**config.mk**
```make
export PLATFORM = sky130hd
export DESIGN_NAME = priority_ready_queue_scheduler_flat
export DESIGN_NICKNAME = d
export VERILOG_FILES = /design/src/rtl/prqs_pkg.sv /design/src/rtl/prqs_if.sv /design/src/rtl/priority_ready_queue_scheduler.sv /design/src/rtl/prqs_ram.sv /design/src/flat_wrapper.sv
export SDC_FILE = /design/constraint.sdc
export NUM_CORES = 1
export LEC_CHECK = 0
export BUFFER_PORTS_ARGS = -buffer_cell sky130_fd_sc_hd__buf_4
export CELL_PAD_IN_SITES_DETAIL_PLACEMENT = 0
export CELL_PAD_IN_SITES_GLOBAL_PLACEMENT = 1
export CORE_MARGIN = 1.5
export CORE_UTILIZATION = 35
export DETAILED_ROUTE_END_ITERATION = 6
export PLACE_DENSITY = 0.62
export SLEW_MARGIN = 30
export SYNTH_ARGS = -nofsm -noshare
export SYNTH_HDL_FRONTEND = slang
export SYNTH_HIERARCHICAL = 1
export SYNTH_SLANG_ARGS = --single-unit
```
**constraint.sdc**
```tcl
create_clock -name clk -period 3.7 [get_ports clk]
set_clock_uncertainty 0.1 [all_clocks]
set_input_delay 0.37 -clock clk [delete_from_list [all_inputs] [get_ports clk]]
set_output_delay 0.37 -clock clk [all_outputs]
set_load 0.1 [all_outputs]
```
**src/rtl/prqs_pkg.sv**
```systemverilog
// Shared types and codes for the priority ready-queue scheduler.
// No dependencies; compiled first.
package prqs_pkg;

	localparam int ID_W       = 8;
	localparam int ACT_W      = 3;
	localparam int REQ_PRIO_W = 6;
	localparam int CNT_W      = 5;
	localparam int ERR_W      = 2;
	localparam int SLICE_W    = 8;

	localparam logic [ACT_W-1:0] ACT_TICK    = 3'd0;
	localparam logic [ACT_W-1:0] ACT_READY   = 3'd1;
	localparam logic [ACT_W-1:0] ACT_BLOCK   = 3'd2;
	localparam logic [ACT_W-1:0] ACT_YIELD   = 3'd3;
	localparam logic [ACT_W-1:0] ACT_SETPRIO = 3'd4;
	localparam logic [ACT_W-1:0] ACT_EXIT    = 3'd5;

	localparam logic [ERR_W-1:0] ERR_NONE = 2'd0;
	localparam logic [ERR_W-1:0] ERR_FULL = 2'd1;
	localparam logic [ERR_W-1:0] ERR_IDLE = 2'd2;

	localparam logic [SLICE_W-1:0] SLICE_MAX   = 8'hFF;
	localparam logic [SLICE_W-1:0] SLICE_RESET = 8'd4;

	typedef struct packed {
		logic [ACT_W-1:0]      action;
		logic [ID_W-1:0]       task_id;
		logic [REQ_PRIO_W-1:0] priority_req;
	} req_t;

	typedef struct packed {
		logic [ID_W-1:0]       running_task;
		logic [REQ_PRIO_W-1:0] running_priority;
		logic                  switched;
		logic [CNT_W-1:0]      ready_count;
		logic [ERR_W-1:0]      error;
	} rsp_t;

endpackage

```
**src/rtl/prqs_if.sv**
```systemverilog
// Valid/ready channels for scheduler requests and results.
// Depends on prqs_pkg.
interface prqs_req_if;
	import prqs_pkg::*;
	logic valid;
	logic ready;
	req_t data;
	modport source(output valid, output data, input ready);
	modport sink(input valid, input data, output ready);
endinterface

interface prqs_rsp_if;
	import prqs_pkg::*;
	logic valid;
	logic ready;
	rsp_t data;
	modport source(output valid, output data, input ready);
	modport sink(input valid, input data, output ready);
endinterface

```
**src/rtl/priority_ready_queue_scheduler.sv**
```systemverilog
// Priority ready-queue scheduler: running task, time slice and a sorted ready queue.
// Depends on prqs_pkg, prqs_if and prqs_ram.
// One request may run an ordered insert, a preemption and a requeue in turn.
// The ordered insert walks the queue RAM from the tail, one entry per cycle.
// One request at a time; the next is taken the cycle after its result is registered.
// Reset (arst_n low): idle task running, queue empty, slice count 0, quantum 4.
module priority_ready_queue_scheduler #(
	parameter int QUEUE_DEPTH = 16,
	parameter int PRIO_BITS   = 6
) (
	input  logic                          clk,
	input  logic                          arst_n,
	input  logic                          quantum_we,
	input  logic [prqs_pkg::SLICE_W-1:0]  quantum_wdata,
	prqs_req_if.sink                      req,
	prqs_rsp_if.source                    rsp
);
	import prqs_pkg::*;

	localparam int AW = (QUEUE_DEPTH > 1) ? $clog2(QUEUE_DEPTH) : 1;
	localparam int LW = $clog2(QUEUE_DEPTH + 1);
	localparam int PW = PRIO_BITS;
	localparam int EW = ID_W + PW;
	localparam logic [AW:0]   DEPTH_A = (AW + 1)'(QUEUE_DEPTH);
	localparam logic [LW-1:0] DEPTH_L = LW'(QUEUE_DEPTH);

	localparam logic [3:0] S_IDLE      = 4'd0;
	localparam logic [3:0] S_DECODE    = 4'd1;
	localparam logic [3:0] S_YIELD     = 4'd2;
	localparam logic [3:0] S_PREEMPT   = 4'd3;
	localparam logic [3:0] S_POP       = 4'd4;
	localparam logic [3:0] S_REFILL    = 4'd5;
	localparam logic [3:0] S_INS_START = 4'd6;
	localparam logic [3:0] S_INS       = 4'd7;
	localparam logic [3:0] S_INS_HEAD  = 4'd8;
	localparam logic [3:0] S_FIN       = 4'd9;

	function automatic logic [AW-1:0] phys(input logic [AW-1:0] base,
			input logic [AW-1:0] ofs);
		logic [AW:0] sum;
		sum = {1'b0, base} + {1'b0, ofs};
		if (sum >= DEPTH_A) begin
			sum = sum - DEPTH_A;
		end
		return sum[AW-1:0];
	endfunction

	logic [3:0]         state_q;
	logic [ACT_W-1:0]   act_q;
	logic [ID_W-1:0]    id_q;
	logic [PW-1:0]      prio_q;
	logic [ID_W-1:0]    before_q;
	logic [ERR_W-1:0]   err_q;
	logic [ID_W-1:0]    run_id_q;
	logic [PW-1:0]      run_prio_q;
	logic [SLICE_W-1:0] slice_q;
	logic [SLICE_W-1:0] quantum_q;
	logic [LW-1:0]      len_q;
	logic [AW-1:0]      head_q;
	logic [ID_W-1:0]    hd_id_q;
	logic [PW-1:0]      hd_prio_q;
	logic [ID_W-1:0]    ins_id_q;
	logic [PW-1:0]      ins_prio_q;
	logic               ins_pend_q;
	logic               then_pre_q;
	logic [AW-1:0]      idx_q;
	logic               rsp_valid_q;
	rsp_t               rsp_q;

	logic               ram_we;
	logic [AW-1:0]      ram_waddr;
	logic [EW-1:0]      ram_wdata;
	logic [AW-1:0]      ram_raddr;
	logic [EW-1:0]      ram_rdata;

	logic [ID_W-1:0]    rd_id;
	logic [PW-1:0]      rd_prio;
	logic               ins_stop;
	logic [SLICE_W-1:0] slice_inc;
	logic [AW-1:0]      len_m1;

	prqs_ram #(
		.WIDTH (EW),
		.DEPTH (QUEUE_DEPTH)
	) u_queue_ram (
		.clk   (clk),
		.we    (ram_we),
		.waddr (ram_waddr),
		.wdata (ram_wdata),
		.raddr (ram_raddr),
		.rdata (ram_rdata)
	);

	assign rd_id     = ram_rdata[EW-1:PW];
	assign rd_prio   = ram_rdata[PW-1:0];
	assign ins_stop  = (rd_prio >= ins_prio_q);
	assign slice_inc = (slice_q == SLICE_MAX) ? slice_q : slice_q + SLICE_W'(1);
	assign len_m1    = AW'(len_q - LW'(1));

	assign req.ready = (state_q == S_IDLE);
	assign rsp.valid = rsp_valid_q;
	assign rsp.data  = rsp_q;

	// queue RAM port control; insert shifts entries toward the tail
	always_comb begin
		ram_we    = 1'b0;
		ram_waddr = head_q;
		ram_wdata = {ins_id_q, ins_prio_q};
		ram_raddr = head_q;
		unique case (state_q)
			S_POP: begin
				ram_raddr = phys(head_q, AW'(1));
			end
			S_INS_START: begin
				if (len_q == '0) begin
					ram_we = 1'b1;
				end else begin
					ram_raddr = phys(head_q, len_m1);
				end
			end
			S_INS: begin
				ram_we    = 1'b1;
				ram_waddr = phys(head_q, idx_q + AW'(1));
				ram_wdata = ins_stop ? {ins_id_q, ins_prio_q} : ram_rdata;
				ram_raddr = phys(head_q, idx_q - AW'(1));
			end
			S_INS_HEAD: begin
				ram_we = 1'b1;
			end
			default: begin
			end
		endcase
	end

	always_ff @(posedge clk or negedge arst_n) begin
		if (!arst_n) begin
			state_q      <= S_IDLE;
			run_id_q     <= '0;
			run_prio_q   <= '0;
			slice_q      <= '0;
			quantum_q    <= SLICE_RESET;
			len_q        <= '0;
			head_q       <= '0;
			ins_pend_q   <= 1'b0;
			then_pre_q   <= 1'b0;
			rsp_valid_q  <= 1'b0;
		end else begin
			if (quantum_we) begin
				quantum_q <= quantum_wdata;
			end
			if (rsp_valid_q && rsp.ready && state_q != S_FIN) begin
				rsp_valid_q <= 1'b0;
			end
			unique case (state_q)
				S_IDLE: begin
					if (req.valid) begin
						act_q    <= req.data.action;
						id_q     <= req.data.task_id;
						prio_q   <= PW'(req.data.priority_req);
						before_q <= run_id_q;
						err_q    <= ERR_NONE;
						state_q  <= S_DECODE;
					end
				end
				S_DECODE: begin
					unique case (act_q)
						ACT_TICK: begin
							slice_q <= slice_inc;
							state_q <= (slice_inc >= quantum_q) ? S_YIELD : S_FIN;
						end
						ACT_READY: begin
							if (id_q == '0) begin
								state_q <= S_PREEMPT;
							end else if (len_q == DEPTH_L) begin
								err_q   <= ERR_FULL;
								state_q <= S_PREEMPT;
							end else begin
								ins_id_q   <= id_q;
								ins_prio_q <= prio_q;
								then_pre_q <= 1'b1;
								state_q    <= S_INS_START;
							end
						end
						ACT_BLOCK, ACT_EXIT: begin
							if (run_id_q == '0) begin
								err_q   <= ERR_IDLE;
								state_q <= S_FIN;
							end else if (len_q != '0) begin
								ins_pend_q <= 1'b0;
								state_q    <= S_POP;
							end else begin
								run_id_q   <= '0;
								run_prio_q <= '0;
								slice_q    <= '0;
								state_q    <= S_FIN;
							end
						end
						ACT_YIELD: begin
							state_q <= S_YIELD;
						end
						ACT_SETPRIO: begin
							if (run_id_q != '0) begin
								run_prio_q <= prio_q;
							end
							state_q <= S_PREEMPT;
						end
						default: begin
							state_q <= S_FIN;
						end
					endcase
				end
				S_YIELD: begin
					slice_q <= '0;
					if (len_q == '0) begin
						state_q <= S_FIN;
					end else if (run_id_q == '0) begin
						ins_pend_q <= 1'b0;
						state_q    <= S_POP;
					end else if (run_prio_q <= hd_prio_q) begin
						ins_pend_q <= 1'b1;
						ins_id_q   <= run_id_q;
						ins_prio_q <= run_prio_q;
						state_q    <= S_POP;
					end else begin
						state_q <= S_FIN;
					end
				end
				S_PREEMPT: begin
					if (len_q != '0 && (run_id_q == '0 || run_prio_q < hd_prio_q)) begin
						state_q <= S_YIELD;
					end else begin
						state_q <= S_FIN;
					end
				end
				S_POP: begin
					run_id_q   <= hd_id_q;
					run_prio_q <= hd_prio_q;
					head_q     <= phys(head_q, AW'(1));
					len_q      <= len_q - LW'(1);
					slice_q    <= '0;
					state_q    <= S_REFILL;
				end
				S_REFILL: begin
					hd_id_q   <= rd_id;
					hd_prio_q <= rd_prio;
					state_q   <= ins_pend_q ? S_INS_START : S_FIN;
				end
				S_INS_START: begin
					ins_pend_q <= 1'b0;
					if (len_q == '0) begin
						hd_id_q    <= ins_id_q;
						hd_prio_q  <= ins_prio_q;
						len_q      <= LW'(1);
						then_pre_q <= 1'b0;
						state_q    <= then_pre_q ? S_PREEMPT : S_FIN;
					end else begin
						idx_q   <= len_m1;
						state_q <= S_INS;
					end
				end
				S_INS: begin
					if (ins_stop) begin
						len_q      <= len_q + LW'(1);
						then_pre_q <= 1'b0;
						state_q    <= then_pre_q ? S_PREEMPT : S_FIN;
					end else if (idx_q == '0) begin
						state_q <= S_INS_HEAD;
					end else begin
						idx_q <= idx_q - AW'(1);
					end
				end
				S_INS_HEAD: begin
					hd_id_q    <= ins_id_q;
					hd_prio_q  <= ins_prio_q;
					len_q      <= len_q + LW'(1);
					then_pre_q <= 1'b0;
					state_q    <= then_pre_q ? S_PREEMPT : S_FIN;
				end
				S_FIN: begin
					if (!rsp_valid_q || rsp.ready) begin
						rsp_valid_q            <= 1'b1;
						rsp_q.running_task     <= run_id_q;
						rsp_q.running_priority <= REQ_PRIO_W'(run_prio_q);
						rsp_q.switched         <= (run_id_q != before_q);
						rsp_q.ready_count      <= CNT_W'(len_q);
						rsp_q.error            <= err_q;
						state_q                <= S_IDLE;
					end
				end
				default: begin
					state_q <= S_IDLE;
				end
			endcase
		end
	end

	a_len_bound: assert property (@(posedge clk) disable iff (!arst_n)
		len_q <= DEPTH_L)
		else $error("ready queue length beyond depth");

	a_idle_prio: assert property (@(posedge clk) disable iff (!arst_n)
		run_id_q == '0 |-> run_prio_q == '0)
		else $error("idle task running at nonzero priority");

	a_ins_room: assert property (@(posedge clk) disable iff (!arst_n)
		(state_q == S_INS_START || state_q == S_INS) |-> len_q < DEPTH_L)
		else $error("insert started on a full queue");

	a_pop_nonempty: assert property (@(posedge clk) disable iff (!arst_n)
		state_q == S_POP |-> len_q != '0)
		else $error("dispatch from an empty queue");
endmodule

```
**src/rtl/prqs_ram.sv**
```systemverilog
// Generic simple dual-port RAM: one write port, one registered read port.
// No dependencies.
module prqs_ram #(
	parameter int WIDTH = 8,
	parameter int DEPTH = 16
) (
	input  logic                                  clk,
	input  logic                                  we,
	input  logic [((DEPTH > 1) ? $clog2(DEPTH) : 1)-1:0] waddr,
	input  logic [WIDTH-1:0]                      wdata,
	input  logic [((DEPTH > 1) ? $clog2(DEPTH) : 1)-1:0] raddr,
	output logic [WIDTH-1:0]                      rdata
);
	logic [WIDTH-1:0] mem [DEPTH];
	logic [WIDTH-1:0] rdata_q;

	always_ff @(posedge clk) begin
		if (we) begin
			mem[waddr] <= wdata;
		end
		rdata_q <= mem[raddr];
	end

	assign rdata = rdata_q;
endmodule
```
**src/flat_wrapper.sv**
```systemverilog
// flat-port wrapper written by rule: the top's interface ports become plain ports
module priority_ready_queue_scheduler_flat import prqs_pkg::*;
#(
	parameter int QUEUE_DEPTH = 16,
	parameter int PRIO_BITS   = 6
)
  (clk, arst_n, quantum_we, quantum_wdata, req_valid, req_data, req_ready, rsp_valid, rsp_data, rsp_ready);
  prqs_req_if req_i ();
  prqs_rsp_if rsp_i ();
  input  logic clk;
  input  logic arst_n;
  input  logic quantum_we;
  input  logic [prqs_pkg::SLICE_W-1:0] quantum_wdata;
  input wire logic [$bits(req_i.valid)-1:0] req_valid;
  input wire logic [$bits(req_i.data)-1:0] req_data;
  output wire logic [$bits(req_i.ready)-1:0] req_ready;
  output wire logic [$bits(rsp_i.valid)-1:0] rsp_valid;
  output wire logic [$bits(rsp_i.data)-1:0] rsp_data;
  input wire logic [$bits(rsp_i.ready)-1:0] rsp_ready;
  assign req_i.valid = req_valid;
  assign req_i.data = req_data;
  assign req_ready = req_i.ready;
  assign rsp_valid = rsp_i.valid;
  assign rsp_data = rsp_i.data;
  assign rsp_i.ready = rsp_ready;
  priority_ready_queue_scheduler #(.QUEUE_DEPTH(QUEUE_DEPTH), .PRIO_BITS(PRIO_BITS)) u_core (.clk(clk), .arst_n(arst_n), .quantum_we(quantum_we), .quantum_wdata(quantum_wdata), .req(req_i), .rsp(rsp_i));
endmodule
```
After elaboration in Yosys (flattened, before gate mapping). Memory sizes are Yosys's and may differ from the RTL's. A register that Yosys moved wholly into a read port is not among the register bits. Cells that the tools add are included.

Memories: 1. Bits in writable memories: 224. Register bits after elaboration: 127.

Magnitude comparators: 8. Equal/unequal tests: 46. Reductions and logical operators: 39. Mux-type cells: 90. Add/sub/neg operators: 13.

Memory list: u_core.u_queue_ram.mem (words 16, bits a word 14, rd ports 1, clocked after memory_dff 1, wr ports 1, line prqs_ram.sv:14) `logic [WIDTH-1:0] mem [DEPTH];`.

Operators with widths (number): 4-bit 2-to-1 mux (24); 8-bit 2-to-1 mux (11); 8-bit case mux with 2 select lines (4); 6-bit 2-to-1 mux (10); 4-bit case mux with 10 select lines (1); 6-bit case mux with 2 select lines (3); 14-bit 2-to-1 mux (2); 2-bit != test, second input constant (12); 8-bit case mux with 3 select lines (1); 5-bit greater-or-equal comparator, second input constant (4); 4-bit case mux with 5 select lines (1); 5-bit case mux with 4 select lines (1); 4-bit by 1-bit subtractor with 4-bit output, second input constant (5); 6-bit case mux with 3 select lines (1); 1-bit 2-to-1 mux (17); 4-bit by 3-bit equality test with 1-bit output, second input constant (4); 8-bit logical NOT (2); 4-bit by 4-bit adder with 5-bit output (3); 3-bit != test, second input constant (5); 3-bit AND reduction (5); 3-bit by 2-bit != test with 1-bit output, second input constant (4); 4-bit case mux with 3 select lines (1); 6-bit AND reduction (2); 5-bit 2-to-1 mux (2); 44 further kinds (71).

Logic depth before layout (Yosys ltp).
Depth after elaboration: 6. Gate-level depth with buffers: 15. Gate-level depth less buffers: 13.

Hierarchy. The synthesis kept the hierarchy.

Modules (own cells, without submodules): prqs_ram (instances 1, cells an instance 379, area an instance 8763.4 µm²); priority_ready_queue_scheduler (instances 1, cells an instance 639, area an instance 6975.4 µm²).

Least setup slack after synthesis. OpenSTA, ideal clock, no wires.

Kind: reg-to-reg. Start: register u_core.state_q[0]. End: register u_core.act_q[0] (enable). Stages on the path, launching flop included: 6. Library setup time: 0.384 ns. Slack: -1.690 ns. Arrival time: 4.906 ns. Required time: 3.216 ns. Cells stage by stage: dfrtp_1 > buf_2 > buf_2 > buf_1 > nor4_1 > and3_1.

Cells in the longest elaborated chain, start to end: 2.

RTL lines: start, declared (line priority_ready_queue_scheduler.sv:48) `logic [3:0] state_q;`; start signal, assigned (line priority_ready_queue_scheduler.sv:169) `state_q <= (slice_inc >= quantum_q) ? S_YIELD : S_FIN;`; start signal, assigned (line priority_ready_queue_scheduler.sv:246) `state_q <= ins_pend_q ? S_INS_START : S_FIN;`; start signal, assigned (line priority_ready_queue_scheduler.sv:255) `state_q <= then_pre_q ? S_PREEMPT : S_FIN;`; 4-bit logical NOT; named net req_ready (line flat_wrapper.sv:16) `output wire logic [$bits(req_i.ready)-1:0] req_ready;`; 3-bit AND reduction (no line); end signal, assigned (line priority_ready_queue_scheduler.sv:157) `act_q <= req.data.action;`; end, declared (line priority_ready_queue_scheduler.sv:49) `logic [ACT_W-1:0] act_q;`.

The timed path passes the listed nets, and every way through them passes these cells. A chain may end at the register's enable or synchronous reset.

Worst setup path after layout.
Start: register u_core.len_q[1]. End: register u_core.u_queue_ram.rdata_q[4] (netlist: u_core/u_queue_ram/rdata[4]), read port of u_core.u_queue_ram.mem.

Cells in the longest elaborated chain, start to end: 6. Elaborated cells on any way between the ends: 8. Classes of those cells: 3 x add/sub; 1 x order compare; 3 x mux; 1 x reduce/logical.

RTL lines: start, declared (line priority_ready_queue_scheduler.sv:58) `logic [LW-1:0] len_q;`; start signal, assigned (line priority_ready_queue_scheduler.sv:239) `len_q <= len_q - LW'(1);`; start signal, assigned (line priority_ready_queue_scheduler.sv:263) `len_q <= len_q + LW'(1);`; start signal, assigned (line priority_ready_queue_scheduler.sv:275) `len_q <= len_q + LW'(1);`; 5-bit by 1-bit subtractor with 5-bit output (line priority_ready_queue_scheduler.sv:98) `assign len_m1 = AW'(len_q - LW'(1));`; 4-bit by 4-bit adder with 5-bit output (line priority_ready_queue_scheduler.sv:41) `sum = {1'b0, base} + {1'b0, ofs};`; 5-bit greater-or-equal comparator (line priority_ready_queue_scheduler.sv:42) `if (sum >= DEPTH_A) begin`; 4-bit 2-to-1 mux (line priority_ready_queue_scheduler.sv:42); 4-bit 2-to-1 mux * (line priority_ready_queue_scheduler.sv:115) `if (len_q == '0) begin`; 4-bit case mux with 3 select lines * (line priority_ready_queue_scheduler.sv:110) `unique case (state_q)`; named net u_core.ram_raddr[0] (line priority_ready_queue_scheduler.sv:73) `logic [AW-1:0] ram_raddr;`; end, declared (line prqs_ram.sv:15) `logic [WIDTH-1:0] rdata_q;`.

Mark *: on every way through the listed nets, which the timed path passes. The rest lies on a longest branch.

==> impl_results.md <==
- Status: completed
- Seq/Total Area, Yosys: 0.673
- Fin nets: 1236
- CTS Root Cell: clkbuf_16
- Top FF cell, synth: edfxtp_1
- Die extent in y: around 220 um
- Global-route wire length before repair: 55000 um
- FF-to-FF setup slack: 0.27 ns
- Worst skew pair latency: 0.57 ns
- Critical Path RT: 4.04 ns
- PnR worst setup slack: 0.275 ns
- Max VDD drop: ~0.47 mV
- Core Region: 44300 um2
- Netlist Area Pre-Place: 15700 um2
- DP Worst Slack: 0.199 ns
- Via density: 5.02
- Syn_area_per_cell: ~15 um2
- Die ar.: 46200 um2
- CTS max path bufs: 3
- Input/output buffers: 53
- Max-slew headroom: 0.413
- Post-synth ARST share: 0.126
- CP Max Fanout: 9
- Setup TNS: 0 ns
- Max-cap viol count: 0
- #FFs+latches synth: 365
- Vias in the first global route: 9307
- Final routed DRC violation total: 0
- Post-synth top area cell: edfxtp_1
- Antenna-violating nets left: 0
- Static leakage: between 6 and 7 nW
- Synth cell types: 70
- Post-CTS setup buffer count: 0
- Final setup fails: 0
- Final hold violation count: 0
- Worst Max-Slew Pin Slew: 0.869 ns
- Routed wire length: 34900 um
- Maximum clock frequency: 292 MHz
- Layout cells sized above 1: 0.248
- Crit. End Element: register
- Final worst path period share: 0.926
- Post-synth EDFFs: 305
- HP Class: input pin to register
- Final Critical Period: 3.43 ns
- FF-to-FF path depth: 12
- Hold Path Depth: 2
- Area growth, synth to finish: 20.8%
- Ant diodes: 0
- Share of the synthesized area in the top cell type: 0.582
- Reg clk slew, reported paths: 0.06 ns
- Wire length per cell: 19.4 um
- Sink Count: 365
- Congestion Overflow GR: 0
- Setup repair after global routing missed its margin: false
- Worst-path cell chain: inv_1 -> ha_2 -> or3b_2 -> nor2_1 -> nor2_1 -> nand2_1 -> o2111ai_4 -> clkbuf_16 -> buf_4 -> mux4_2 -> a22oi_1 -> nand2_1
- Slowest-stage cell, CP: or3b_2
- WHS: 0.0742 ns
- Ys Warns: 6
- HPWL Detailed: 22500 um
- Die Wd: 215 um
- TritonCTS clock tree: done
- Ports: 54
- DR pass1 iterations: 5
- CP startpoint kind: register
- Synth Net Count: 1085
- Fin util: 0.429
- Vias: about 9000
- WP data arrival: 3.76 ns
- H-tree depth: 2
- Post-Synthesis Cells: 1018
- Post-route insts no fill: between 1500 and 2000
- Max Slew Vio Count: 0
- Initial antenna violation count: 0
- Starting Density: 0.355
- Delay of the slowest cell on the worst path: 0.53 ns
- PD cells: 753 nW/um2
- Largest net degree at the start of global routing: 57
- Global-route usage over all layers: 0.154
- CTS Buf Count: 40
- Iter 0 DRT Violations: 695
- Critical Setup Path Class: register to register
- Final Wtd Congestion: 0.775
- DP Cell Count: between 1500 and 2000
- Cell Rows: between 70 and 80
- Synth area leaders: edfxtp_1 58%, mux4_2 8.0%, dfrtp_1 7.2%, ha_1 2.7%, nand2_1 2.5%
[kinds of logic (layout without fill, tap and decap cells)]
group / Yosys count / in the layout / synth area share
flops: 365 / 365 / 0.673
xor+xnor: 28 / 28 / 0.0156
buf+inv: 78 / 261 / 0.0231
fa+ha+maj: 37 / 37 / 0.0308
mux: 91 / 91 / 0.105
compound gates: 172 / 172 / 0.0774
simple gates: 247 / 247 / 0.0754
[where the power goes]
group	internal (mW)	switching (mW)	leakage [nW]
Clock	2.51	1.63	0.678
Sequential	5.05	0.353	3.46
Combinational	2.15	2.64	2.71
[cells in the final DEF, fill, tap and decap left out, types with 10 or more instances in the layout]
| cell type | netlist | layout |
|---|---|---|
| a21oi_1 | 24 | 24 |
| a22o_1 | 10 | 10 |
| a22oi_1 | 34 | 29 |
| buf_4 | 2 | 115 |
| clkbuf_1 | 20 | 11 |
| clkbuf_16 | 0 | 42 |
| dfrtp_1 | 45 | 45 |
| dfxtp_1 | 14 | 14 |
| dlygate4sd3_1 | 0 | 34 |
| edfxtp_1 | 305 | 305 |
| ha_1 | 34 | 33 |
| inv_1 | 33 | 33 |
| mux2_2 | 30 | 30 |
| mux4_2 | 56 | 56 |
| nand2_1 | 106 | 106 |
| nand2b_1 | 13 | 13 |
| nand3_1 | 18 | 18 |
| nor2_1 | 46 | 46 |
| o21ai_0 | 40 | 39 |
| xnor2_1 | 14 | 14 |
| xor2_1 | 14 | 14 |
[path summary, 6_finish.rpt]
path / startpoint / endpoint
setup / recovery: u_core/len_q[1] / u_core/u_queue_ram/rdata[4]
hold / removal: quantum_we / u_core/quantum_q[0]
setup reg to reg: u_core/len_q[1] / u_core/u_queue_ram/rdata[4]
hold reg to reg: u_core/err_q[1] / u_core/rsp.data[1]
max in group asynchronous: arst_n / u_core/run_prio_q[1]
min in group asynchronous: arst_n / u_core/slice_q[4]
[flip-flops by register name (all words and copies together) (netlist names)]
register and count:
u_core/u_queue_ram/mem 224, u_core/prio_q 6, u_core/before_q 8, u_core/ins_pend_q 1, u_core/u_queue_ram/rdata 14, u_core/then_pre_q 1
u_core/run_id_q 8, u_core/run_prio_q 6, u_core/hd_prio_q 6, u_core/head_q 4, u_core/err_q 2, u_core/ins_prio_q 6
u_core/ins_id_q 8, u_core/slice_q 8, u_core/len_q 5, u_core/quantum_q 8, u_core/rsp.valid 1, u_core/state_q 4
u_core/rsp.data 22, u_core/act_q 3, u_core/hd_id_q 8, u_core/id_q 8, u_core/idx_q 4
[final cells by class]
class | count | area (um2)
multi-input combinational | 575 | 4880
fill | 4003 | 25300
tap | 592 | 741
timing repair buffer | 154 | 1290
clock inverter | 14 | 209
inverter | 33 | 124
clock buffer | 60 | 1180
sequential | 365 | 10600
[timing repair]
| action | CTS | global route |
|---|---|---|
| gates resized for setup | 0 | 8 |
| endpoints found under the hold margin | 55 | 0 |
| setup endpoints to repair | 0 | 11 |
| hold buffers | 34 | 0 |
[per-layer routing]
metal,share of wire,global-route usage,routed length (um)
met1,0.46,0.208,16000
met2,0.48,0.253,16600
met3,0.042,0.0287,1450
met4,0.021,0.0441,736
met5,0,0,0
[cells in the mapped netlist, drive strengths merged, types with 3 or more instances]
library cell,count
nand2,106
nor4,7
edfxtp,305
nor2,46
buf,25
fa,3
a21o,8
mux2i,5
o22ai,6
clkbuf,20
a32o,7
or3b,3
nand4,4
o21a,5
and2,5
nor3b,4
nand2b,13
o31ai,5
mux4,56
or3,5
o2111ai,3
a21oi,27
nor2b,7
nand3,18
o21ai,41
o211ai,3
ha,34
and3,5
inv,33
a41oi,3
nor3,14
dfrtp,45
mux2,30
a2111oi,5
xnor2,14
xor2,14
a22oi,34
dfxtp,14
a22o,10
[critical path, delay by kind of cell (launching register included)]
kind                       cells  cell delay, ns
DFF                            1            0.43
AOI/OAI and AO/OA              2            0.48
muxes                          1            0.41
buffers and inverters          3            0.56
adders and majority gates      1            0.24
and+or+nand+nor                5            1.07
[stage by stage]
step                power, mW  cell area, um2
floorplan                8.76           15800
global placement         10.1           17200
detailed placement       10.2           17200
CTS                      14.4           19000
global route             15.1           19000
finish                   14.3           19000
Note: power is estimated with default switching activity, not from simulation.
